===== src/rtl/c8080_ram.sv =====
// generic single port ram with registered read
`timescale 1ns / 1ps

module c8080_ram #(
	parameter int unsigned WIDTH = 8,
	parameter int unsigned DEPTH = 256
) (
	input  logic                     clk,
	input  logic                     we,
	input  logic [$clog2(DEPTH)-1:0] addr,
	input  logic [WIDTH-1:0]         wdata,
	output logic [WIDTH-1:0]         rdata
);

	logic [WIDTH-1:0] mem_q [DEPTH];
	logic [WIDTH-1:0] rdata_q;

	// a write when we is high, and a registered read of the same address, each cycle
	always_ff @(posedge clk) begin
		if (we) begin
			mem_q[addr] <= wdata;
		end
		rdata_q <= mem_q[addr];
	end

	assign rdata = rdata_q;

endmodule


===== config.mk =====
export PLATFORM = sky130hd
export DESIGN_NAME = c8080_ram
export DESIGN_NICKNAME = d
export VERILOG_FILES = /design/src/rtl/c8080_ram.sv
export SDC_FILE = /design/constraint.sdc
export NUM_CORES = 2
export LEC_CHECK = 0
export ABC_CLOCK_PERIOD_IN_PS = 2250
export BUFFER_PORTS_ARGS = -buffer_cell sky130_fd_sc_hd__buf_2
export CAP_MARGIN = 0
export CORE_ASPECT_RATIO = 0.9
export CORE_MARGIN = 3
export CORE_UTILIZATION = 57
export DETAILED_ROUTE_END_ITERATION = 16
export GPL_TIMING_DRIVEN = 0
export PLACE_DENSITY = 0.76
export SYNTH_ARGS = -nofsm -noshare
export SYNTH_HDL_FRONTEND = slang
export SYNTH_SLANG_ARGS = --single-unit

===== constraint.sdc =====
create_clock -name clk -period 2.25 [get_ports clk]
set_clock_uncertainty 0.2 [all_clocks]
set_input_delay 0 -clock clk [delete_from_list [all_inputs] [get_ports clk]]
set_output_delay 0 -clock clk [all_outputs]
set_load 0.005 [all_outputs]

==> summary.md <==
| Metric | Value |
|---|---|
| Buffers on Ports | `21` |
| Routability Congestion | `about 0.98` |
| Die Footprint | `roughly 140000 sq um` |
| GRT Total Usage | `0.302` |
| Vias | `roughly 40000` |
| Worst slew pin tran | `1.36 ns` |
| Post-Syn Nets | `around 3600` |
| Hold violation count in the final report | `0` |
| Final setup fails | `540` |
| CTS root buf | `clkbuf_16` |
| Unique masters post-synth | `22` |
| WP data required | `2.57 ns` |
| Die height | `approximately 360 um` |
| YS warnings | `0` |
| CP startpoint kind | `flop` |
| Pleak | `approximately 27 nW` |
| Top-count cell post-synth | `edfxtp_1` |
| DR vias/cell | `between 7 and 8` |
| Final WS setup | `-0.800 ns` |
| Mapped Avg Cell Area | `approximately 22 sq um` |
| Htree depth | `4` |
| Critical Path AT | `roughly 3.4 ns` |
| First-pass GRT wire length | `~300 mm` |
| Slowest CP cell | `o41ai_4` |
| Crit-path max FO | `1` |
| VDD IR-drop max | `~860 uV` |
| Syn Inst Count | `about 3500` |
| Design Power | `78.4 mW` |
| CP cell instances | `mux4_2 -> a22oi_1 -> a21oi_1 -> o41ai_4 -> nand4_1` |
| Cell Int Power | `approximately 61 mW` |
| Clk sinks | `around 2000` |
| Max cap viols | `0` |
| Top-Level Pins | `26` |
| Yosys top cell area share | `0.783` |
| Initial antenna violation count | `16` |
| Vias in the first global route | `between 40000 and 50000` |
| Pins Over Slew Limit | `0` |
| Worst setup EP type | `flop` |
| Switching Share | `0.218` |
| Routed length per placed instance | `36.6 um` |
| RSZ-0062 raised after global routing | `yes` |
| DRT Wirelength | `about 210 mm` |
| Number of CTS-inserted buffers | `approximately 190` |
| Min Tclk post-route | `a little over 3 ns` |
| Pin count of the biggest net entering global routing | `~150` |
| Power Dens Cells | `862 nW/um^2` |
| Clock Pin Slew Worst Setup and Hold Paths | `0.06 ns` |
| Failing checks | `setup timing` |
| Clock Path Buffers | `3` |
| Post-synthesis sequential area ratio | `0.786` |
| Ys flop type | `edfxtp_1` |
| Clk Latency, worst-skew pair | `0.86 ns` |
| Multi-input gate area | `~18000 sq um` |
| Area after DPL | `81400 sq um` |
| Ratio of cells with drive above 1 in the final layout | `0.346` |
| Slew headroom | `0.0918` |
| List of most frequent post-synthesis cells | `2048 x edfxtp_1, 512 x mux4_2, 256 x a22oi_1, 232 x nor2_1, 145 x clkbuf_1` |
| Final Cell Area | `90900 sq um` |
| DR pass1 iterations | `6` |
| Status | `complete, but fails checks` |
| Layout area overhead | `15.8%` |
| Combinational share of power | `0.055` |
| Number of synthesized flops with an enable pin | `2048` |
| Nets@finish | `about 3800` |
| Synth top area cells | `edfxtp_1 78%, mux4_2 15%, a22oi_1 2.4%` |
| TritonCTS clock tree | `yes` |
| Total of fill cells in the finished design | `between 7000 and 8000` |
| Rows | `between 100 and 150` |
| Kind of critical path | `reg2reg` |
| Maximum clock frequency | `about 0.33 GHz` |
| Post-synth top area cell | `edfxtp_1` |
| Internal reg-to-reg setup slack | `-0.80 ns` |
| Cell Area, Synth | `approximately 80000 sq um` |
| Starting Density | `0.577` |
| Total gr overflow | `0` |
| Async S/R FF share, synth | `0` |
| Die X | `about 400 um` |
| Clock share of power | `0.406` |
| Switch Pwr | `approximately 17 mW` |
| Post-route DRC | `0` |
| Sequential power share | `0.539` |
| Tcrit/Tclk final | `1.36` |
| Worst Hold Class | `in2reg` |
| Largest stage delay, worst path | `around 0.56 ns` |
| Detail Route Antenna Nets | `0` |
| Dpl hpwl | `between 100 and 150 mm` |
| Flops & latches, synth | `around 2000` |
| FF/Latch Area | `between 60000 and 70000 sq um` |
| Starting DRT DRC Count | `slightly below 7000` |
| CORE AREA | `136000 sq um` |
==> timing repair <==
item | 4_1_cts | 5_1_grt
cloned | 0 | 0
endpoints found under the setup margin | 2056 | 1847
hold endpoints to repair | 2010 | 25
pin swaps | 41 | 50
hold buffers | 22 | 1
gates resized for setup | 548 | 169
buffers inserted | 7 | 11
==> cell type report <==
cell class                 count  share of cell area
clock inverter               119              0.0113
inverter                       1           0.0000413
buffer                       232              0.0164
timing repair buffer          74              0.0118
tap                         1820              0.0250
sequential                  2056               0.678
multi-input combinational   1258               0.201
antenna                        6            0.000165
clock buffer                 236              0.0556
==> metrics by stage <==
step	TNS [ns]	util	worst slack (ns)	hold slack [ns]	instances
after floorplan	-87.39	-	-0.128	-0.101	3547
after global placement	-9236.05	0.596	-3.42	0.180	5388
after detailed placement	-4342.84	0.599	-3.05	0.177	5399
after CTS	-54.49	0.663	-0.494	0.00169	5783
after global routing	-12.98	0.669	-0.715	-0.0111	5797
final	-29.56	0.669	-0.800	0.0381	5802
==> worst max-delay path, delay by kind of cell (launching register included) <==
family | cells | cell delay [ns]
and+or+nand+nor | 1 | 0.55
AOI/OAI and AO/OA | 3 | 1.07
muxes | 1 | 0.52
DFF | 1 | 0.37
==> registers in the layout, indices dropped and copies added, names as in the netlist <==
signal / count
mem_q: 2048
rdata: 8
==> worst paths after layout <==
| path | start | end | cells past startpoint |
|---|---|---|---|
| setup / recovery | mem_q[143][3] | rdata[3] | 5 |
| hold / removal | addr[5] | mem_q[149][0] | 4 |
| setup reg to reg | mem_q[143][3] | rdata[3] | 5 |
| hold reg to reg | mem_q[251][1] | rdata[1] | 5 |
==> cell families after synthesis <==
kind of cell,count (synthesis),synth area share
AOI/OAI and AO/OA,416,0.0362
muxes,512,0.147
and+or+nand+nor,330,0.0173
DFF,2056,0.786
buffers and inverters,233,0.0140
==> cells in the final DEF (no fill, tap or decap), types with 10 or more instances in the layout <==
cell | Yosys | routed
nand2_1 | 28 | 19
nor2_2 | 0 | 44
buf_2 | 36 | 44
nor3_2 | 0 | 14
nor3_4 | 0 | 13
clkinv_2 | 0 | 42
nor2_4 | 0 | 176
bufinv_16 | 0 | 15
o41ai_4 | 0 | 14
clkbuf_8 | 0 | 11
edfxtp_1 | 2048 | 2048
buf_12 | 0 | 20
dlygate4sd3_1 | 0 | 21
clkbuf_16 | 0 | 199
clkinv_1 | 0 | 46
a21oi_2 | 0 | 44
clkbuf_4 | 0 | 12
clkbuf_1 | 145 | 120
o41ai_1 | 32 | 13
a22oi_1 | 256 | 196
mux4_2 | 512 | 512
buf_16 | 0 | 10
buf_8 | 0 | 12
buf_6 | 16 | 18
clkbuf_2 | 0 | 42
a21oi_1 | 128 | 80
nor2_1 | 232 | 12
buf_4 | 16 | 22
a22oi_2 | 0 | 60
==> layer usage <==
metal / track usage / routed length, um / vias up
met4: 0.141 / 11500 / 12
met3: 0.125 / 32300 / 674
met5: 0 / 80 / -
met2: 0.436 / 95100 / 3321
li1: - / - / 15700
met1: 0.406 / 73500 / 21200
==> power groups by stage <==
stage          registers (mW)  logic (mW)  clock network (mW)
2_1_floorplan            43.1        1.88                   0
3_3_place_gp             43.2        3.59                   0
3_5_place_dp             43.1        3.75                   0
4_1_cts                  42.2        4.05                31.9
5_1_grt                  42.2        4.38                33.4
6_report                 42.2        4.28                31.8
(Power assumes the default switching activity.)
