`src/rtl/c8080_pkg.sv`:
```
// shared constants and types for the 8080 instruction step core
`timescale 1ns / 1ps

package c8080_pkg;

	// memory address width; addresses keep their low ADDR_BITS bits
	localparam int unsigned ADDR_BITS = 16;
	localparam int unsigned MEM_DEPTH = 2 ** ADDR_BITS;

	// accumulator operations, selected by opcode bits 5:3
	localparam logic [2:0] ALU_ADD = 3'd0;
	localparam logic [2:0] ALU_ADC = 3'd1;
	localparam logic [2:0] ALU_SUB = 3'd2;
	localparam logic [2:0] ALU_SBB = 3'd3;
	localparam logic [2:0] ALU_ANA = 3'd4;
	localparam logic [2:0] ALU_XRA = 3'd5;
	localparam logic [2:0] ALU_ORA = 3'd6;
	localparam logic [2:0] ALU_CMP = 3'd7;

	// accumulator unit result: value, flags and accumulator write enable
	typedef struct packed {
		logic [7:0] r;
		logic       s;
		logic       z;
		logic       ac;
		logic       p;
		logic       c;
		logic       wr_a;
	} alu_res_t;

endpackage

```
`src/rtl/c8080_alu.sv`:
```
// shared 8-bit accumulator unit: add, subtract, compare and logic ops
`timescale 1ns / 1ps

module c8080_alu import c8080_pkg::*; (
	input  logic [2:0] op,
	input  logic [7:0] a,
	input  logic [7:0] b,
	input  logic       cy,
	output alu_res_t   res
);

	logic       is_sub;
	logic [7:0] bb;
	logic       cin;
	logic [8:0] sum;
	logic [4:0] half;

	// one adder serves add and subtract forms
	assign is_sub = (op == ALU_SUB) || (op == ALU_SBB) || (op == ALU_CMP);
	assign bb     = is_sub ? ~b : b;
	always_comb begin
		case (op)
			ALU_ADC: cin = cy;
			ALU_SUB: cin = 1'b1;
			ALU_SBB: cin = ~cy;
			ALU_CMP: cin = 1'b1;
			default: cin = 1'b0;
		endcase
	end
	assign sum  = {1'b0, a} + {1'b0, bb} + {8'd0, cin};
	assign half = {1'b0, a[3:0]} + {1'b0, bb[3:0]} + {4'd0, cin};

	// result select and flags
	always_comb begin
		res.wr_a = (op != ALU_CMP);
		case (op)
			ALU_ADD, ALU_ADC: begin
				res.r  = sum[7:0];
				res.ac = half[4];
				res.c  = sum[8];
			end
			ALU_SUB, ALU_SBB, ALU_CMP: begin
				res.r  = sum[7:0];
				res.ac = half[4];
				res.c  = ~sum[8];
			end
			ALU_ANA: begin
				res.r  = a & b;
				res.ac = a[3] | b[3];
				res.c  = 1'b0;
			end
			ALU_XRA: begin
				res.r  = a ^ b;
				res.ac = 1'b0;
				res.c  = 1'b0;
			end
			default: begin
				res.r  = a | b;
				res.ac = 1'b0;
				res.c  = 1'b0;
			end
		endcase
		res.s = res.r[7];
		res.z = (res.r == 8'd0);
		res.p = ~^res.r;
	end

endmodule

```
`config.mk`:
```
export PLATFORM = sky130hd
export DESIGN_NAME = c8080_alu
export DESIGN_NICKNAME = d
export VERILOG_FILES = /design/src/rtl/c8080_pkg.sv /design/src/rtl/c8080_alu.sv
export SDC_FILE = /design/constraint.sdc
export NUM_CORES = 1
export LEC_CHECK = 0
export BUFFER_PORTS_ARGS = -buffer_cell sky130_fd_sc_hd__buf_2
export CORE_MARGIN = 1
export CORE_UTILIZATION = 56
export DETAILED_ROUTE_END_ITERATION = 7
export PLACE_DENSITY_LB_ADDON = 0.3
export SYNTH_ARGS = -nofsm -noshare
export SYNTH_HDL_FRONTEND = slang
export SYNTH_SLANG_ARGS = --single-unit
```
`constraint.sdc`:
```
create_clock -name vclk -period 9.7
set_clock_uncertainty 0.15 [all_clocks]
set_input_delay 2.91 -clock vclk [all_inputs]
set_output_delay 2.91 -clock vclk [all_outputs]
set_load 0.01 [all_outputs]
```
==> impl_metrics.tcl <==
set metrics [dict create \
    yosys_warnings 0 \
    worst_case_vdd_ir_drop_uv 62.4 \
    timing.critical_path.max_delay_family "adder cells" \
    antenna_found_initial 0 \
    pwr-share-seq_pct 0 \
    number_of_filler_instances_in_the_final_layout 189 \
    cap_viol_max_count 0 \
    timing.critical_path.required_ns 6.64 \
    placeableCoreArea_um2 2000 \
    seqCellArea_um2 0 \
    synth_cells 153 \
    end_kind "primary output" \
    final_antenna_net_count 0 \
    critical-path-slowest-cell "sky130_fd_sc_hd__fa_1" \
    final_period_minus_worst_setup_slack_ns 9.22 \
    cpPeakStageDelay_ns 0.41 \
    number_of_setup_violations_in_the_final_report 0 \
    final.period_utilization_pct 95.1 \
    first_global_vias 1122 \
    clock_power_share_pct 0 \
    synth-seq-area-share_pct 0 \
    worst-slew-pin-transition_ns 0.447 \
    final_design_area_no_fill_um2 1370 \
    cp_cell_sequence "buf_2, or2_2, o21ai_0, a32o_1, fa_1, inv_1, fa_1, nor2b_4, o31a_1, or3_1, and3_1, ha_1, xnor2_1, xnor2_1, buf_2" \
    cp.arrival_ns 6.16 \
    critical_path_peak_fanout 21 \
    final.clkbuf_count 0 \
    ffs_latches 0 \
    max_freq_ghz 0.108 \
    dpl.hpwl_um 2370 \
    setup.worst_path.class "in -> out" \
    multiInputGateArea_um2 1070 \
    die-width_um 48.4 \
    ctsResizeCount 0 \
    post-cts-setup-buffer-count 0 \
    final.hold.worst_slack_ns 6.09 \
    timing.max_slew.rel_slack_pct 70.2 \
    vias_per_cell 5.77 \
    wl_per_cell_um 14.0 \
    area_delta_synth_final_pct 13.8 \
    hold_viol_final 0 \
    first_pass_iters 4 \
    effective_utilization_at_floorplan_pct 60.2 \
    pin_count 34 \
    p_per_area_nw_per_um2 98.7 \
    p_total_uw 135 \
    die_area_um2 2340 \
    pin_count_of_the_biggest_net_entering_global_routing 22 \
    switching_fraction_of_total_power_pct 52.4 \
    syn_area_um2 1200 \
    maxSlewViolCount 0 \
    timing.critical_path.from_type "input port" \
    grt_first_pass_wirelength_um 4820 \
    placement.cell_area_um2 1370 \
    grtUsageTotal_pct 25.2 \
    port-buffer-count 34 \
    grt-ovfl-total 0 \
    num_antenna_cells 0 \
    power.internal_uw 64.4 \
    wirelength_um 2920 \
    count_of_buffer_and_inverter_cells_on_the_critical_path 3 \
    hold-path-cell-count 3 \
    iteration_0_drc_markers 25 \
    total_leakage_power_uw 0.000723 \
    vias 1201 \
    syn-num-nets 202 \
    final_net_count 232 \
    mean_area_per_synthesized_cell_um2 7.88 \
    worstSetupPathDepth 15 \
    outcome "finished, final reports clean" \
    power.share.combinational_pct 100.0 \
    floorplan.rows 16 \
    worst_hold_class "in -> out" \
    final_util_pct 68.5 \
    route.detailed.drc 0 \
    setup_tns_ns 0 \
    cts_hold_buffers 0 \
    drive_above_1_share_pct 24.3 \
    synthDistinctLibCells 46 \
    die_boundary_height_um 48.4 \
    p_switching_uw 70.9 \
    rsz0062_at_grt "no" \
    gp_congestion 0.910 \
]
-- path summary, 6_finish.rpt --
check             startpoint      to  slack [ns]
setup / recovery       op[1]  res[2]        0.48
hold / removal         op[2]  res[0]        6.09
-- per-layer routing --
layer  global-route usage, %  routed length [µm]  share of wire, %  vias up
met1                    27.9                1240                43      573
met4                    5.39                  62               2.1        0
met2                    52.8                1570                54       22
met5                       0                   0                 0        -
met3                       0                  46               1.6        6
li1                        -                   -                 -      600
-- placed cells by master (no fill, tap or decap), types with 2 or more instances in the layout --
| cell type | Yosys | layout |
|---|---|---|
| sky130_fd_sc_hd__a22o_1 | 2 | 2 |
| sky130_fd_sc_hd__o211ai_1 | 4 | 4 |
| sky130_fd_sc_hd__o21a_1 | 4 | 4 |
| sky130_fd_sc_hd__o22ai_1 | 6 | 6 |
| sky130_fd_sc_hd__inv_1 | 25 | 25 |
| sky130_fd_sc_hd__nand3_1 | 2 | 2 |
| sky130_fd_sc_hd__mux2_2 | 3 | 3 |
| sky130_fd_sc_hd__buf_2 | 3 | 34 |
| sky130_fd_sc_hd__a211oi_1 | 3 | 3 |
| sky130_fd_sc_hd__xor2_1 | 2 | 2 |
| sky130_fd_sc_hd__fa_1 | 2 | 2 |
| sky130_fd_sc_hd__mux2i_1 | 5 | 5 |
| sky130_fd_sc_hd__nand3b_1 | 2 | 2 |
| sky130_fd_sc_hd__o21ai_0 | 9 | 9 |
| sky130_fd_sc_hd__a22oi_1 | 2 | 2 |
| sky130_fd_sc_hd__nor3b_1 | 3 | 3 |
| sky130_fd_sc_hd__xnor2_1 | 12 | 12 |
| sky130_fd_sc_hd__nand2_1 | 5 | 5 |
| sky130_fd_sc_hd__nor2_1 | 3 | 3 |
| sky130_fd_sc_hd__a21oi_1 | 3 | 3 |
| sky130_fd_sc_hd__ha_1 | 27 | 27 |
-- layout make-up --
type | instances | area share [%]
inverter | 25 | 6.84
timing repair buffer | 35 | 13.0
tap | 27 | 2.46
multi-input combinational | 121 | 77.7
-- through the flow --
step / instances / setup WS, ns
floorplan: 153 / 0.828
global placement: 208 / 0.606
detailed placement: 208 / 0.516
CTS: 208 / 0.508
global route: 208 / 0.338
finish: 208 / 0.480
-- cell families (layout without fill, tap and decap cells) --
family / Yosys count / count (layout) / synth area share (%)
AOI/OAI and AO/OA: 42 / 42 / 25.1
buffers and inverters: 32 / 60 / 11.5
adders and majority gates: 29 / 29 / 31.4
and+or+nand+nor: 28 / 28 / 14.9
xor gates and xnor gates: 14 / 14 / 10.2
muxes: 8 / 8 / 6.96
-- power by group through the flow --
stage / combinational [µW] / clock (µW) / sequential [µW]
5_1_grt: 149 / 0 / 0
3_3_place_gp: 130 / 0 / 0
2_1_floorplan: 97.4 / 0 / 0
4_1_cts: 135 / 0 / 0
3_5_place_dp: 135 / 0 / 0
6_report: 135 / 0 / 0
-- cell usage after synthesis, drive strengths merged, types with 4 or more instances --
| cell | count | area, µm² |
|---|---|---|
| mux2i | 5 | 50.1 |
| o21a | 4 | 30.0 |
| o22ai | 6 | 37.5 |
| o211ai | 4 | 30.0 |
| nand2 | 5 | 18.8 |
| o21ai | 10 | 61.3 |
| inv | 25 | 93.8 |
| ha | 27 | 338 |
| buf | 6 | 41.3 |
| xnor2 | 12 | 105 |
Power figures use the tool's default switching activity.
